File: config.mk
export PLATFORM = sky130hd
export DESIGN_NAME = csma_ca_mac_controller
export DESIGN_NICKNAME = d
export VERILOG_FILES = /design/src/rtl/csma_pkg.sv /design/src/rtl/csma_ctrl.sv /design/src/rtl/csma_dp.sv /design/src/rtl/csma_ca_mac_controller.sv
export SDC_FILE = /design/constraint.sdc
export NUM_CORES = 1
export LEC_CHECK = 0
export BUFFER_PORTS_ARGS = -buffer_cell sky130_fd_sc_hd__buf_2
export CELL_PAD_IN_SITES_DETAIL_PLACEMENT = 0
export CELL_PAD_IN_SITES_GLOBAL_PLACEMENT = 2
export CORE_MARGIN = 3
export CORE_UTILIZATION = 41
export CTS_CLUSTER_SIZE = 30
export DETAILED_ROUTE_END_ITERATION = 6
export PLACE_DENSITY_LB_ADDON = 0.2
export REMOVE_ABC_BUFFERS = 1
export SLEW_MARGIN = 20
export SYNTH_ARGS = -nofsm -noshare
export SYNTH_HDL_FRONTEND = slang
export SYNTH_SLANG_ARGS = --single-unit
export TNS_END_PERCENT = 100
File: constraint.sdc
create_clock -name clk -period 18.6 [get_ports clk]
set_clock_uncertainty 0.1 [all_clocks]
set_input_delay 3.72 -clock clk [delete_from_list [all_inputs] [get_ports clk]]
set_output_delay 3.72 -clock clk [all_outputs]
set_load 0.01 [all_outputs]
File: src/rtl/csma_pkg.sv
// Shared package for the CSMA/CA MAC controller: event, state and action codes,
// register indexes, and the command/status structs between controller and datapath.
// No dependencies.
package csma_pkg;

  localparam int SUB_SLOTS_DEF = 90;

  localparam int KIND_W = 3;
  localparam int MED_W = 2;
  localparam int ADDR_W = 48;
  localparam int DRAW_W = 32;
  localparam int ACT_W = 4;
  localparam int MST_W = 3;
  localparam int CFG_IDX_W = 3;
  localparam int CFG_DATA_W = 16;
  localparam int TIME_W = 16;
  localparam int CW_W = 10;
  localparam int RETRY_W = 4;
  localparam int CW_FULL_W = 26;
  localparam int CW_TOP = 1021;

  localparam logic [KIND_W-1:0] K_TICK = 3'd0;
  localparam logic [KIND_W-1:0] K_FRAME = 3'd1;
  localparam logic [KIND_W-1:0] K_MEDIUM = 3'd2;
  localparam logic [KIND_W-1:0] K_RX_END = 3'd3;
  localparam logic [KIND_W-1:0] K_TX_DONE = 3'd4;

  localparam logic [MED_W-1:0] MED_IDLE = 2'd0;
  localparam logic [MED_W-1:0] MED_RECV = 2'd2;

  localparam logic [MST_W-1:0] M_IDLE = 3'd0;
  localparam logic [MST_W-1:0] M_DEFER = 3'd1;
  localparam logic [MST_W-1:0] M_DIFS = 3'd2;
  localparam logic [MST_W-1:0] M_BACKOFF = 3'd3;
  localparam logic [MST_W-1:0] M_TRANSMIT = 3'd4;
  localparam logic [MST_W-1:0] M_ACKWAIT = 3'd5;
  localparam logic [MST_W-1:0] M_RECEIVE = 3'd6;
  localparam logic [MST_W-1:0] M_SIFS = 3'd7;

  localparam logic [ACT_W-1:0] A_NONE = 4'd0;
  localparam logic [ACT_W-1:0] A_SEND_DATA = 4'd1;
  localparam logic [ACT_W-1:0] A_SEND_ACK = 4'd2;
  localparam logic [ACT_W-1:0] A_DELIVER = 4'd3;
  localparam logic [ACT_W-1:0] A_DROP_FCS = 4'd4;
  localparam logic [ACT_W-1:0] A_DROP_ADDR = 4'd5;
  localparam logic [ACT_W-1:0] A_TX_OK = 4'd6;
  localparam logic [ACT_W-1:0] A_TX_BCAST = 4'd7;
  localparam logic [ACT_W-1:0] A_GIVE_UP = 4'd8;
  localparam logic [ACT_W-1:0] A_RETRY = 4'd9;

  localparam logic [CFG_IDX_W-1:0] R_USE_ACK = 3'd0;
  localparam logic [CFG_IDX_W-1:0] R_DIFS = 3'd1;
  localparam logic [CFG_IDX_W-1:0] R_SIFS = 3'd2;
  localparam logic [CFG_IDX_W-1:0] R_ACK_TO = 3'd3;
  localparam logic [CFG_IDX_W-1:0] R_CW_MIN = 3'd4;
  localparam logic [CFG_IDX_W-1:0] R_CW_MAX = 3'd5;
  localparam logic [CFG_IDX_W-1:0] R_CW_MC = 3'd6;
  localparam logic [CFG_IDX_W-1:0] R_RETRY = 3'd7;

  typedef struct packed {
    logic capture;  // latch the input word
    logic eval;     // evaluate event, latch contention window
    logic load;     // load divider
    logic step;     // one divider step
    logic commit;   // update MAC state, load output register
  } cmd_t;

  typedef struct packed {
    logic gen_needed;
    logic div_last;
    logic out_free;
  } status_t;

endpackage

File: src/rtl/csma_ctrl.sv
// Sequencer for the CSMA/CA MAC controller: accepts a word, evaluates it,
// runs the backoff divider when needed, and commits. Uses csma_pkg.
module csma_ctrl (
  input  logic               clk,
  input  logic               rst,
  input  logic               in_valid,
  output logic               in_ready,
  input  csma_pkg::status_t  status,
  output csma_pkg::cmd_t     cmd
);

  localparam logic [2:0] C_IDLE = 3'd0;
  localparam logic [2:0] C_EVAL = 3'd1;
  localparam logic [2:0] C_LOAD = 3'd2;
  localparam logic [2:0] C_DIV = 3'd3;
  localparam logic [2:0] C_DONE = 3'd4;

  logic [2:0] state, state_next;

  always_comb begin
    state_next = state;
    cmd = '0;
    in_ready = (state == C_IDLE);
    unique case (state)
      C_IDLE: begin
        if (in_valid) begin
          cmd.capture = 1'b1;
          state_next = C_EVAL;
        end
      end
      C_EVAL: begin
        cmd.eval = 1'b1;
        state_next = status.gen_needed ? C_LOAD : C_DONE;
      end
      C_LOAD: begin
        cmd.load = 1'b1;
        state_next = C_DIV;
      end
      C_DIV: begin
        cmd.step = 1'b1;
        if (status.div_last) state_next = C_DONE;
      end
      C_DONE: begin
        if (status.out_free) begin
          cmd.commit = 1'b1;
          state_next = C_IDLE;
        end
      end
      default: state_next = C_IDLE;
    endcase
  end

  always_ff @(posedge clk) begin
    if (rst) state <= C_IDLE;
    else state <= state_next;
  end

endmodule

File: src/rtl/csma_dp.sv
// Datapath of the CSMA/CA MAC controller: config registers, MAC state, event
// evaluation, restoring divider for the backoff draw, output register. Uses csma_pkg.
module csma_dp #(
  parameter int SUB_SLOTS = csma_pkg::SUB_SLOTS_DEF
) (
  input  logic                             clk,
  input  logic                             rst,
  input  csma_pkg::cmd_t                   cmd,
  output csma_pkg::status_t                status,
  input  logic                             cfg_valid,
  input  logic [csma_pkg::CFG_IDX_W-1:0]   cfg_index,
  input  logic [csma_pkg::CFG_DATA_W-1:0]  cfg_data,
  input  logic [csma_pkg::KIND_W-1:0]      kind,
  input  logic [csma_pkg::MED_W-1:0]       medium_req,
  input  logic                             fcs_ok,
  input  logic                             for_us,
  input  logic                             frame_is_ack,
  input  logic                             dest_broadcast,
  input  logic                             dest_multicast,
  input  logic [csma_pkg::ADDR_W-1:0]      source_address,
  input  logic [csma_pkg::DRAW_W-1:0]      random_draw,
  output logic                             out_valid,
  input  logic                             out_ready,
  output logic [csma_pkg::ACT_W-1:0]       action,
  output logic [csma_pkg::MST_W-1:0]       mac_state,
  output logic [csma_pkg::ADDR_W-1:0]      ack_destination,
  output logic                             want_frame
);

  localparam int DW = $clog2(csma_pkg::CW_TOP * SUB_SLOTS + 2);
  localparam int TW = (DW > csma_pkg::TIME_W) ? DW : csma_pkg::TIME_W;
  localparam int EW = (SUB_SLOTS > 1) ? $clog2(SUB_SLOTS) : 1;
  localparam int CNT_W = $clog2(csma_pkg::DRAW_W);

  // config
  logic                          use_ack;
  logic [csma_pkg::TIME_W-1:0]   difs_ticks, sifs_ticks, ack_timeout_ticks;
  logic [csma_pkg::CW_W-1:0]     cw_min, cw_max, cw_multicast;
  logic [csma_pkg::RETRY_W-1:0]  retry_limit;

  // captured word
  logic [csma_pkg::KIND_W-1:0]   i_kind;
  logic [csma_pkg::MED_W-1:0]    i_med;
  logic                          i_fcs, i_forus, i_isack, i_bc, i_mc;
  logic [csma_pkg::ADDR_W-1:0]   i_src;
  logic [csma_pkg::DRAW_W-1:0]   quot;

  // MAC state
  logic [csma_pkg::MST_W-1:0]    mst;
  logic [DW-1:0]                 bo_left;
  logic                          bo_valid;
  logic [DW-1:0]                 el_slots;
  logic [EW-1:0]                 el_sub;
  logic [TW-1:0]                 timer;
  logic [csma_pkg::RETRY_W-1:0]  retry;
  logic [2:0]                    flags;  // held, broadcast, multicast
  logic [csma_pkg::ADDR_W-1:0]   ack_addr;

  // divider
  logic [csma_pkg::CW_W-1:0]     cw_reg;
  logic [DW-1:0]                 divisor, rem;
  logic [CNT_W-1:0]              cnt;

  // evaluation
  logic [csma_pkg::MST_W-1:0]    st;
  logic [DW-1:0]                 bl, es;
  logic [EW-1:0]                 et;
  logic                          bv, sf, eb, gen, gmc, free_m, recv_m;
  logic [TW-1:0]                 tl;
  logic [csma_pkg::RETRY_W-1:0]  rc, grc;
  logic [2:0]                    fl;
  logic [csma_pkg::ADDR_W-1:0]   aa;
  logic [csma_pkg::ACT_W-1:0]    act;
  logic [2*DW-1:0]               whole;
  logic [csma_pkg::CW_FULL_W-1:0] cw_full;
  logic [csma_pkg::CW_W-1:0]     cw;
  logic [DW:0]                   trial;

  always_comb begin
    st = mst; bl = bo_left; bv = bo_valid; es = el_slots; et = el_sub;
    tl = timer; rc = retry; fl = flags; aa = ack_addr; act = csma_pkg::A_NONE;
    sf = 1'b0; eb = 1'b0; gen = 1'b0; gmc = 1'b0; grc = retry;
    whole = '0;
    free_m = (i_med == csma_pkg::MED_IDLE);
    recv_m = (i_med == csma_pkg::MED_RECV);
    if (i_kind == csma_pkg::K_FRAME) begin
      if (!fl[0]) begin
        fl = {i_mc, i_bc, 1'b1};
        bv = 1'b0; bl = '0; rc = '0;
        if (st == csma_pkg::M_IDLE) sf = 1'b1;
      end
    end else begin
      case (st)
        csma_pkg::M_DEFER: begin
          if (i_kind == csma_pkg::K_MEDIUM) begin
            if (free_m) sf = 1'b1;
            else if (recv_m) st = csma_pkg::M_RECEIVE;
          end
        end
        csma_pkg::M_DIFS: begin
          if (i_kind == csma_pkg::K_TICK) begin
            if (tl != '0) tl = tl - TW'(1);
            if (tl == '0) eb = 1'b1;
          end else if (i_kind == csma_pkg::K_MEDIUM) begin
            if (recv_m) st = csma_pkg::M_RECEIVE;
            else if (!free_m) st = csma_pkg::M_DEFER;
          end
        end
        csma_pkg::M_BACKOFF: begin
          if (i_kind == csma_pkg::K_TICK) begin
            if (et == EW'(SUB_SLOTS - 1)) begin
              et = '0;
              es = es + DW'(1);
            end else begin
              et = et + EW'(1);
            end
            if (tl != '0) tl = tl - TW'(1);
            if (tl == '0) begin
              bv = 1'b0; bl = '0;
              st = csma_pkg::M_TRANSMIT;
              act = csma_pkg::A_SEND_DATA;
            end
          end else if (i_kind == csma_pkg::K_MEDIUM && !free_m) begin
            // frozen backoff keeps the partial slot
            whole = {{DW{1'b0}}, es} * (2*DW)'(SUB_SLOTS);
            if (whole > {{DW{1'b0}}, bl}) whole = {{DW{1'b0}}, bl};
            bl = bl - whole[DW-1:0];
            es = '0; et = '0;
            st = recv_m ? csma_pkg::M_RECEIVE : csma_pkg::M_DEFER;
          end
        end
        csma_pkg::M_TRANSMIT: begin
          if (i_kind == csma_pkg::K_TX_DONE) begin
            if (fl[1]) begin
              fl = '0; bv = 1'b0; bl = '0; rc = '0;
              st = csma_pkg::M_IDLE; act = csma_pkg::A_TX_BCAST;
            end else if (!use_ack) begin
              fl = '0; bv = 1'b0; bl = '0; rc = '0;
              st = csma_pkg::M_IDLE; act = csma_pkg::A_TX_OK;
            end else begin
              tl = TW'(ack_timeout_ticks);
              st = csma_pkg::M_ACKWAIT;
            end
          end
        end
        csma_pkg::M_ACKWAIT: begin
          if (i_kind == csma_pkg::K_RX_END) begin
            if (i_fcs && i_forus && i_isack) begin
              fl = '0; bv = 1'b0; bl = '0; rc = '0;
              st = csma_pkg::M_IDLE; act = csma_pkg::A_TX_OK;
            end
          end else if (i_kind == csma_pkg::K_TICK) begin
            if (tl != '0) tl = tl - TW'(1);
            if (tl == '0) begin
              st = csma_pkg::M_IDLE;
              if (rc >= retry_limit) begin
                fl = '0; bv = 1'b0; bl = '0; rc = '0;
                act = csma_pkg::A_GIVE_UP;
              end else begin
                rc = rc + csma_pkg::RETRY_W'(1);
                gen = 1'b1; gmc = fl[1] | fl[2]; grc = rc;
                bl = rem; bv = 1'b1;
                act = csma_pkg::A_RETRY;
              end
            end
          end
        end
        csma_pkg::M_RECEIVE: begin
          if (i_kind == csma_pkg::K_RX_END) begin
            st = csma_pkg::M_IDLE;
            if (!i_fcs) act = csma_pkg::A_DROP_FCS;
            else if (i_isack) act = csma_pkg::A_NONE;
            else if (i_bc) act = csma_pkg::A_DELIVER;
            else if (i_forus) begin
              act = csma_pkg::A_DELIVER;
              if (use_ack) begin
                aa = i_src;
                tl = TW'(sifs_ticks);
                st = csma_pkg::M_SIFS;
              end
            end else act = csma_pkg::A_DROP_ADDR;
          end
        end
        csma_pkg::M_SIFS: begin
          if (i_kind == csma_pkg::K_TICK) begin
            if (tl != '0) tl = tl - TW'(1);
            if (tl == '0) begin
              st = csma_pkg::M_IDLE;
              act = csma_pkg::A_SEND_ACK;
            end
          end
        end
        default: ;
      endcase
    end
    // idle resolution
    if (!sf && st == csma_pkg::M_IDLE) begin
      if (recv_m) st = csma_pkg::M_RECEIVE;
      else if (fl[0]) sf = 1'b1;
    end
    if (sf) begin
      if (!free_m) st = csma_pkg::M_DEFER;
      else if (use_ack) begin
        tl = TW'(difs_ticks);
        st = csma_pkg::M_DIFS;
      end else eb = 1'b1;
    end
    if (eb) begin
      if (!bv) begin
        gen = 1'b1; gmc = fl[1] | fl[2]; grc = rc;
        bl = rem; bv = 1'b1;
      end
      tl = TW'(bl);
      es = '0; et = '0;
      st = csma_pkg::M_BACKOFF;
    end
  end

  // contention window for the generated backoff
  always_comb begin
    cw_full = ((csma_pkg::CW_FULL_W)'(cw_min) + csma_pkg::CW_FULL_W'(1)) << grc;
    cw_full = cw_full - csma_pkg::CW_FULL_W'(1);
    if (gmc) cw = cw_multicast;
    else if (cw_full > csma_pkg::CW_FULL_W'(cw_max)) cw = cw_max;
    else cw = cw_full[csma_pkg::CW_W-1:0];
    if (cw < csma_pkg::CW_W'(2)) cw = csma_pkg::CW_W'(2);
  end

  assign trial = {rem, quot[csma_pkg::DRAW_W-1]};

  assign status.gen_needed = gen;
  assign status.div_last = (cnt == CNT_W'(csma_pkg::DRAW_W - 1));
  assign status.out_free = !out_valid || out_ready;

  always_ff @(posedge clk) begin
    if (rst) begin
      use_ack <= 1'b1;
      difs_ticks <= '0; sifs_ticks <= '0; ack_timeout_ticks <= '0;
      cw_min <= csma_pkg::CW_W'(31); cw_max <= csma_pkg::CW_W'(1023);
      cw_multicast <= csma_pkg::CW_W'(31); retry_limit <= csma_pkg::RETRY_W'(7);
    end else if (cfg_valid) begin
      unique case (cfg_index)
        csma_pkg::R_USE_ACK: use_ack <= cfg_data[0];
        csma_pkg::R_DIFS:    difs_ticks <= cfg_data;
        csma_pkg::R_SIFS:    sifs_ticks <= cfg_data;
        csma_pkg::R_ACK_TO:  ack_timeout_ticks <= cfg_data;
        csma_pkg::R_CW_MIN:  cw_min <= cfg_data[csma_pkg::CW_W-1:0];
        csma_pkg::R_CW_MAX:  cw_max <= cfg_data[csma_pkg::CW_W-1:0];
        csma_pkg::R_CW_MC:   cw_multicast <= cfg_data[csma_pkg::CW_W-1:0];
        csma_pkg::R_RETRY:   retry_limit <= cfg_data[csma_pkg::RETRY_W-1:0];
        default: ;
      endcase
    end
  end

  always_ff @(posedge clk) begin
    if (cmd.capture) begin
      i_kind <= kind; i_med <= medium_req; i_fcs <= fcs_ok; i_forus <= for_us;
      i_isack <= frame_is_ack; i_bc <= dest_broadcast; i_mc <= dest_multicast;
      i_src <= source_address;
      quot <= random_draw;
      rem <= '0;
    end else if (cmd.step) begin
      quot <= {quot[csma_pkg::DRAW_W-2:0], 1'b0};
      if (trial >= {1'b0, divisor}) rem <= DW'(trial - {1'b0, divisor});
      else rem <= trial[DW-1:0];
    end
    if (cmd.eval) cw_reg <= cw;
    if (cmd.load) divisor <= DW'(cw_reg - csma_pkg::CW_W'(2)) * DW'(SUB_SLOTS) + DW'(1);
  end

  always_ff @(posedge clk) begin
    if (rst) cnt <= '0;
    else if (cmd.load) cnt <= '0;
    else if (cmd.step) cnt <= cnt + CNT_W'(1);
  end

  always_ff @(posedge clk) begin
    if (rst) begin
      mst <= csma_pkg::M_IDLE; bo_left <= '0; bo_valid <= 1'b0;
      el_slots <= '0; el_sub <= '0; timer <= '0; retry <= '0;
      flags <= '0; ack_addr <= '0; out_valid <= 1'b0;
    end else begin
      if (out_valid && out_ready) out_valid <= 1'b0;
      if (cmd.commit) begin
        mst <= st; bo_left <= bl; bo_valid <= bv; el_slots <= es; el_sub <= et;
        timer <= tl; retry <= rc; flags <= fl; ack_addr <= aa;
        out_valid <= 1'b1;
      end
    end
  end

  always_ff @(posedge clk) begin
    if (cmd.commit) begin
      action <= act;
      mac_state <= st;
      ack_destination <= (act == csma_pkg::A_SEND_ACK) ? aa : '0;
      want_frame <= (st == csma_pkg::M_IDLE) && !fl[0];
    end
  end

endmodule

File: src/rtl/csma_ca_mac_controller.sv
// Top level of the CSMA/CA MAC controller with binary exponential backoff.
// Instantiates csma_ctrl (sequencer) and csma_dp (datapath); uses csma_pkg.
//
// Usage:
//   Each word on the input channel (in_valid/in_ready) is one MAC event:
//   a tick, a new frame, a medium change, a received frame end or transmit
//   done. Each event gives exactly one word on the output channel
//   (out_valid/out_ready): action code, state after the event, ACK address
//   and want_frame.
//   Configuration: cfg_valid/cfg_ready with cfg_index and cfg_data; writes
//   are always taken and must only come while no event is in flight.
// Sequencing:
//   An event without backoff generation goes from accept through evaluate to
//   commit. An event that draws a backoff loads and runs a restoring divider, one
//   quotient bit per cycle over the 32-bit random draw, before its commit.
//   One event is in work at a time; in_ready is high only in the idle step,
//   so a new event is taken only once the last one has been committed.
//   The output register holds a finished word while out_ready is low; the next
//   event may be accepted meanwhile, and it waits in its commit step.
// Reset: synchronous rst sets the MAC idle with no frame held and loads the
//   register defaults.
module csma_ca_mac_controller #(
  parameter int SUB_SLOTS = csma_pkg::SUB_SLOTS_DEF
) (
  input  logic                             clk,
  input  logic                             rst,
  input  logic                             in_valid,
  output logic                             in_ready,
  input  logic [csma_pkg::KIND_W-1:0]      kind,
  input  logic [csma_pkg::MED_W-1:0]       medium_req,
  input  logic                             fcs_ok,
  input  logic                             for_us,
  input  logic                             frame_is_ack,
  input  logic                             dest_broadcast,
  input  logic                             dest_multicast,
  input  logic [csma_pkg::ADDR_W-1:0]      source_address,
  input  logic [csma_pkg::DRAW_W-1:0]      random_draw,
  output logic                             out_valid,
  input  logic                             out_ready,
  output logic [csma_pkg::ACT_W-1:0]       action,
  output logic [csma_pkg::MST_W-1:0]       mac_state,
  output logic [csma_pkg::ADDR_W-1:0]      ack_destination,
  output logic                             want_frame,
  input  logic                             cfg_valid,
  output logic                             cfg_ready,
  input  logic [csma_pkg::CFG_IDX_W-1:0]   cfg_index,
  input  logic [csma_pkg::CFG_DATA_W-1:0]  cfg_data
);

  csma_pkg::cmd_t    cmd;
  csma_pkg::status_t status;

  assign cfg_ready = 1'b1;

  csma_ctrl u_ctrl (
    .clk      (clk),
    .rst      (rst),
    .in_valid (in_valid),
    .in_ready (in_ready),
    .status   (status),
    .cmd      (cmd)
  );

  csma_dp #(.SUB_SLOTS(SUB_SLOTS)) u_dp (
    .clk             (clk),
    .rst             (rst),
    .cmd             (cmd),
    .status          (status),
    .cfg_valid       (cfg_valid),
    .cfg_index       (cfg_index),
    .cfg_data        (cfg_data),
    .kind            (kind),
    .medium_req      (medium_req),
    .fcs_ok          (fcs_ok),
    .for_us          (for_us),
    .frame_is_ack    (frame_is_ack),
    .dest_broadcast  (dest_broadcast),
    .dest_multicast  (dest_multicast),
    .source_address  (source_address),
    .random_draw     (random_draw),
    .out_valid       (out_valid),
    .out_ready       (out_ready),
    .action          (action),
    .mac_state       (mac_state),
    .ack_destination (ack_destination),
    .want_frame      (want_frame)
  );

endmodule

==> impl_metrics.env <==
export IMPL_cp_end_kind="flip-flop"
export IMPL_crit_required_ps=19010
export IMPL_grt_use_met3=0.0275
export IMPL_final_layout_size_suffix_gt1_frac=0.129
export IMPL_critPathLaunchType="flip-flop"
export IMPL_grt_pass1_wl_um=121000
export IMPL_yosysTopAreaCell="edfxtp_1"
export IMPL_slew_headroom=0.286
export IMPL_ys_seq_area_frac=0.383
export IMPL_period_share=0.571
export IMPL_wl_per_cell_um=20.3
export IMPL_clock_fmax_mhz=94.1
export IMPL_dr_pass1_iters=5
export IMPL_layout_nets=3324
export IMPL_synth_top_area_frac=0.204
export IMPL_numPortBuffers=171
export IMPL_hold_buffers=0
export IMPL_yosys_top_cells_count="482 x nand2_1, 298 x a21oi_1, 226 x dfxtp_1"
export IMPL_clockPowerShare=0.385
export IMPL_overflow=0
export IMPL_rsz0062_at_grt="no"
export IMPL_syn_avg_cell_area_um2=8.67
export IMPL_ys_ff_latch=398
export IMPL_clkLatencyLatePin_ps=590
export IMPL_drc=0
export IMPL_worst_pin_slew_ps=1070
export IMPL_critPathMaxFanout=19
export IMPL_post_cts_resized=0
export IMPL_finalInstanceArea_um2=28400
export IMPL_slowest_stage="a211oi_1"
export IMPL_path_class="reg -> reg"
export IMPL_hold_path_class="reg -> reg"
export IMPL_p_leak_nw=10.9
export IMPL_dpl_hpwl_um=57100
export IMPL_synth_area_leaders="edfxtp_1 20%, dfxtp_1 18%, nand2_1 7.2%, ha_1 7.1%, a21oi_1 5.9%"
export IMPL_p_sw_frac=0.292
export IMPL_clk_pin_slew_ps=60
export IMPL_timing_rr_end="u_dp.timer[16]"
export IMPL_drtAntennaViolNets=0
export IMPL_rrSetupSlack_ps=7970
export IMPL_tritoncts="built"
export IMPL_start_util=0.416
export IMPL_grt_usage=0.236
export IMPL_antenna_found_initial=2
export IMPL_p_switching_mw=0.698
export IMPL_syn2layout_area_growth_pct=12.3
export IMPL_ys_async_sr_fraction=0
export IMPL_p_per_area_nw_per_um2=84.2
export IMPL_hold_violations=0
export IMPL_vias_per_cell=5.68
export IMPL_grt_max_degree=75
export IMPL_setup_tns_ps=0
export IMPL_total_power_mw=2.39
export IMPL_pwr_share_comb=0.202
export IMPL_dieArea_um2=64600
export IMPL_synth_edf_count=172
export IMPL_arrival_ps=11040
export IMPL_place_gp_congestion=0.958
export IMPL_vias=21800
export IMPL_postCtsSetupBuffers=0
export IMPL_synth_area_um2=25300
export IMPL_clkSinkCount=398
export IMPL_grt_pass1_vias=21100
export IMPL_grt_most_used_layer="met2"
export IMPL_die_width_um=254
export IMPL_ys_flop_type="dfxtp_1"
export IMPL_critPathMaxStageDelay_ps=460
export IMPL_reg2regPathDepth=49
export IMPL_path_common_cell="o21ai_0"
export IMPL_fp_dieH_um=254
export IMPL_status="finished, final reports clean"
export IMPL_r2r_start="u_dp.el_slots[2]"
export IMPL_synth_most_common_cell="nand2_1"
export IMPL_place_area_um2=26800
export IMPL_drt_iter0_drc=1371
export IMPL_cts_made_buffers=47
export IMPL_vdd_ir_drop_worst_v=0.000118
export IMPL_cap_violations=0
export IMPL_cts_root_buf="clkbuf_16"
export IMPL_reg_top3="u_dp.ack_addr (48), u_dp.ack_destination (48), u_dp.i_src (48)"
export IMPL_core_region_area_um2=60700
export IMPL_finalSetupViolCount=0
export IMPL_endpoint="u_dp.timer[16]"
export IMPL_ys_types=113
export IMPL_cp_startpoint="u_dp.el_slots[2]"
export IMPL_cts_path_max_buffers=3
export IMPL_synthCells=2915
export IMPL_seq_power_share=0.413
export IMPL_met2_usage=0.394
export IMPL_power_internal_mw=1.69
export IMPL_drv_slew=0
export IMPL_fin_crit_ps=10630
export IMPL_grt_use_met1=0.322
export IMPL_htree_levels=2
export IMPL_wl_um=78100
export IMPL_rows=90
export IMPL_yosys_warnings=0
export IMPL_ios=173
==> final cells by class <==
type                            count  area, µm²
Antenna cell                        2       5.00
Clock buffer                       62       1270
Clock inverter                     25        265
Fill cell                        5856      32300
Inverter                          201        757
Multi-Input combinational cell   2162      14200
Sequential cell                   398       9690
Tap cell                          782        978
Timing Repair Buffer              207       1170
==> placed cells by master, fill, tap and decap left out, drive strengths merged, types with 28 or more instances in the layout <==
cell	n
nand2	483
a21oi	302
dfxtp	226
nor2	221
buf	207
inv	203
edfxtp	172
o21ai	154
ha	144
clkbuf	62
mux2i	58
nor3	56
xnor2	54
fa	49
a211oi	47
nand3	45
mux2	39
nand4	33
o211ai	30
nand2b	28
xor2	28
==> power groups by stage <==
stage	Sequential, mW	Clock, mW	Combinational (mW)
2_1_floorplan	1.00	0	0.352
3_3_place_gp	1.00	0	0.480
3_5_place_dp	1.00	0	0.486
4_1_cts	0.986	0.942	0.489
5_1_grt	0.989	0.974	0.542
6_report	0.987	0.919	0.483
==> layer usage <==
metal,share of wire,routed length [µm]
met1,0.46,35700
met2,0.46,36200
met3,0.050,3940
met4,0.030,2310
met5,0,0
==> worst min path at each step <==
stage	slack [ps]	end	cells past startpoint	from
floorplan	330	u_dp.difs_ticks[1]	2	u_dp.difs_ticks[1]
global placement	340	u_dp.ack_addr[46]	2	u_dp.ack_addr[46]
detailed placement	340	u_dp.difs_ticks[1]	2	u_dp.difs_ticks[1]
CTS	350	u_dp.difs_ticks[1]	2	u_dp.difs_ticks[1]
global route	370	u_dp.ack_addr[44]	2	u_dp.ack_addr[44]
finish	350	u_dp.difs_ticks[1]	2	u_dp.difs_ticks[1]
==> cells by family after synthesis <==
logic type | count (synthesis) | share of synthesized area
AND/OR/NAND/NOR | 1022 | 0.187
flip-flops | 398 | 0.383
XOR/XNOR | 82 | 0.0284
multiplexers | 99 | 0.0421
adder cells (fa/ha/maj) | 193 | 0.110
buffers and inverters | 355 | 0.0562
other | 2 | 0.000297
AO/OA/AOI/OAI | 764 | 0.192
==> stage by stage <==
| stage | hold slack [ps] | instances | util | worst slack, ps |
|---|---|---|---|---|
| after CTS | 351 | 3837 | 0.467 | 8080 |
| after floorplan | 325 | 2761 | - | 1180 |
| after global placement | 341 | 3748 | 0.441 | 8430 |
| after detailed placement | 344 | 3750 | 0.442 | 8150 |
| final | 347 | 3839 | 0.467 | 7970 |
| after global routing | 369 | 3838 | 0.467 | 6880 |
==> critical path, delay by kind of cell (launching register included) <==
family,cells,cell delay [ps]
buf+inv,4,430
flops,1,450
mux,1,330
compound gates,28,5640
fa+ha+maj,7,2300
simple gates,9,1280
Power figures use the tool's default switching activity.
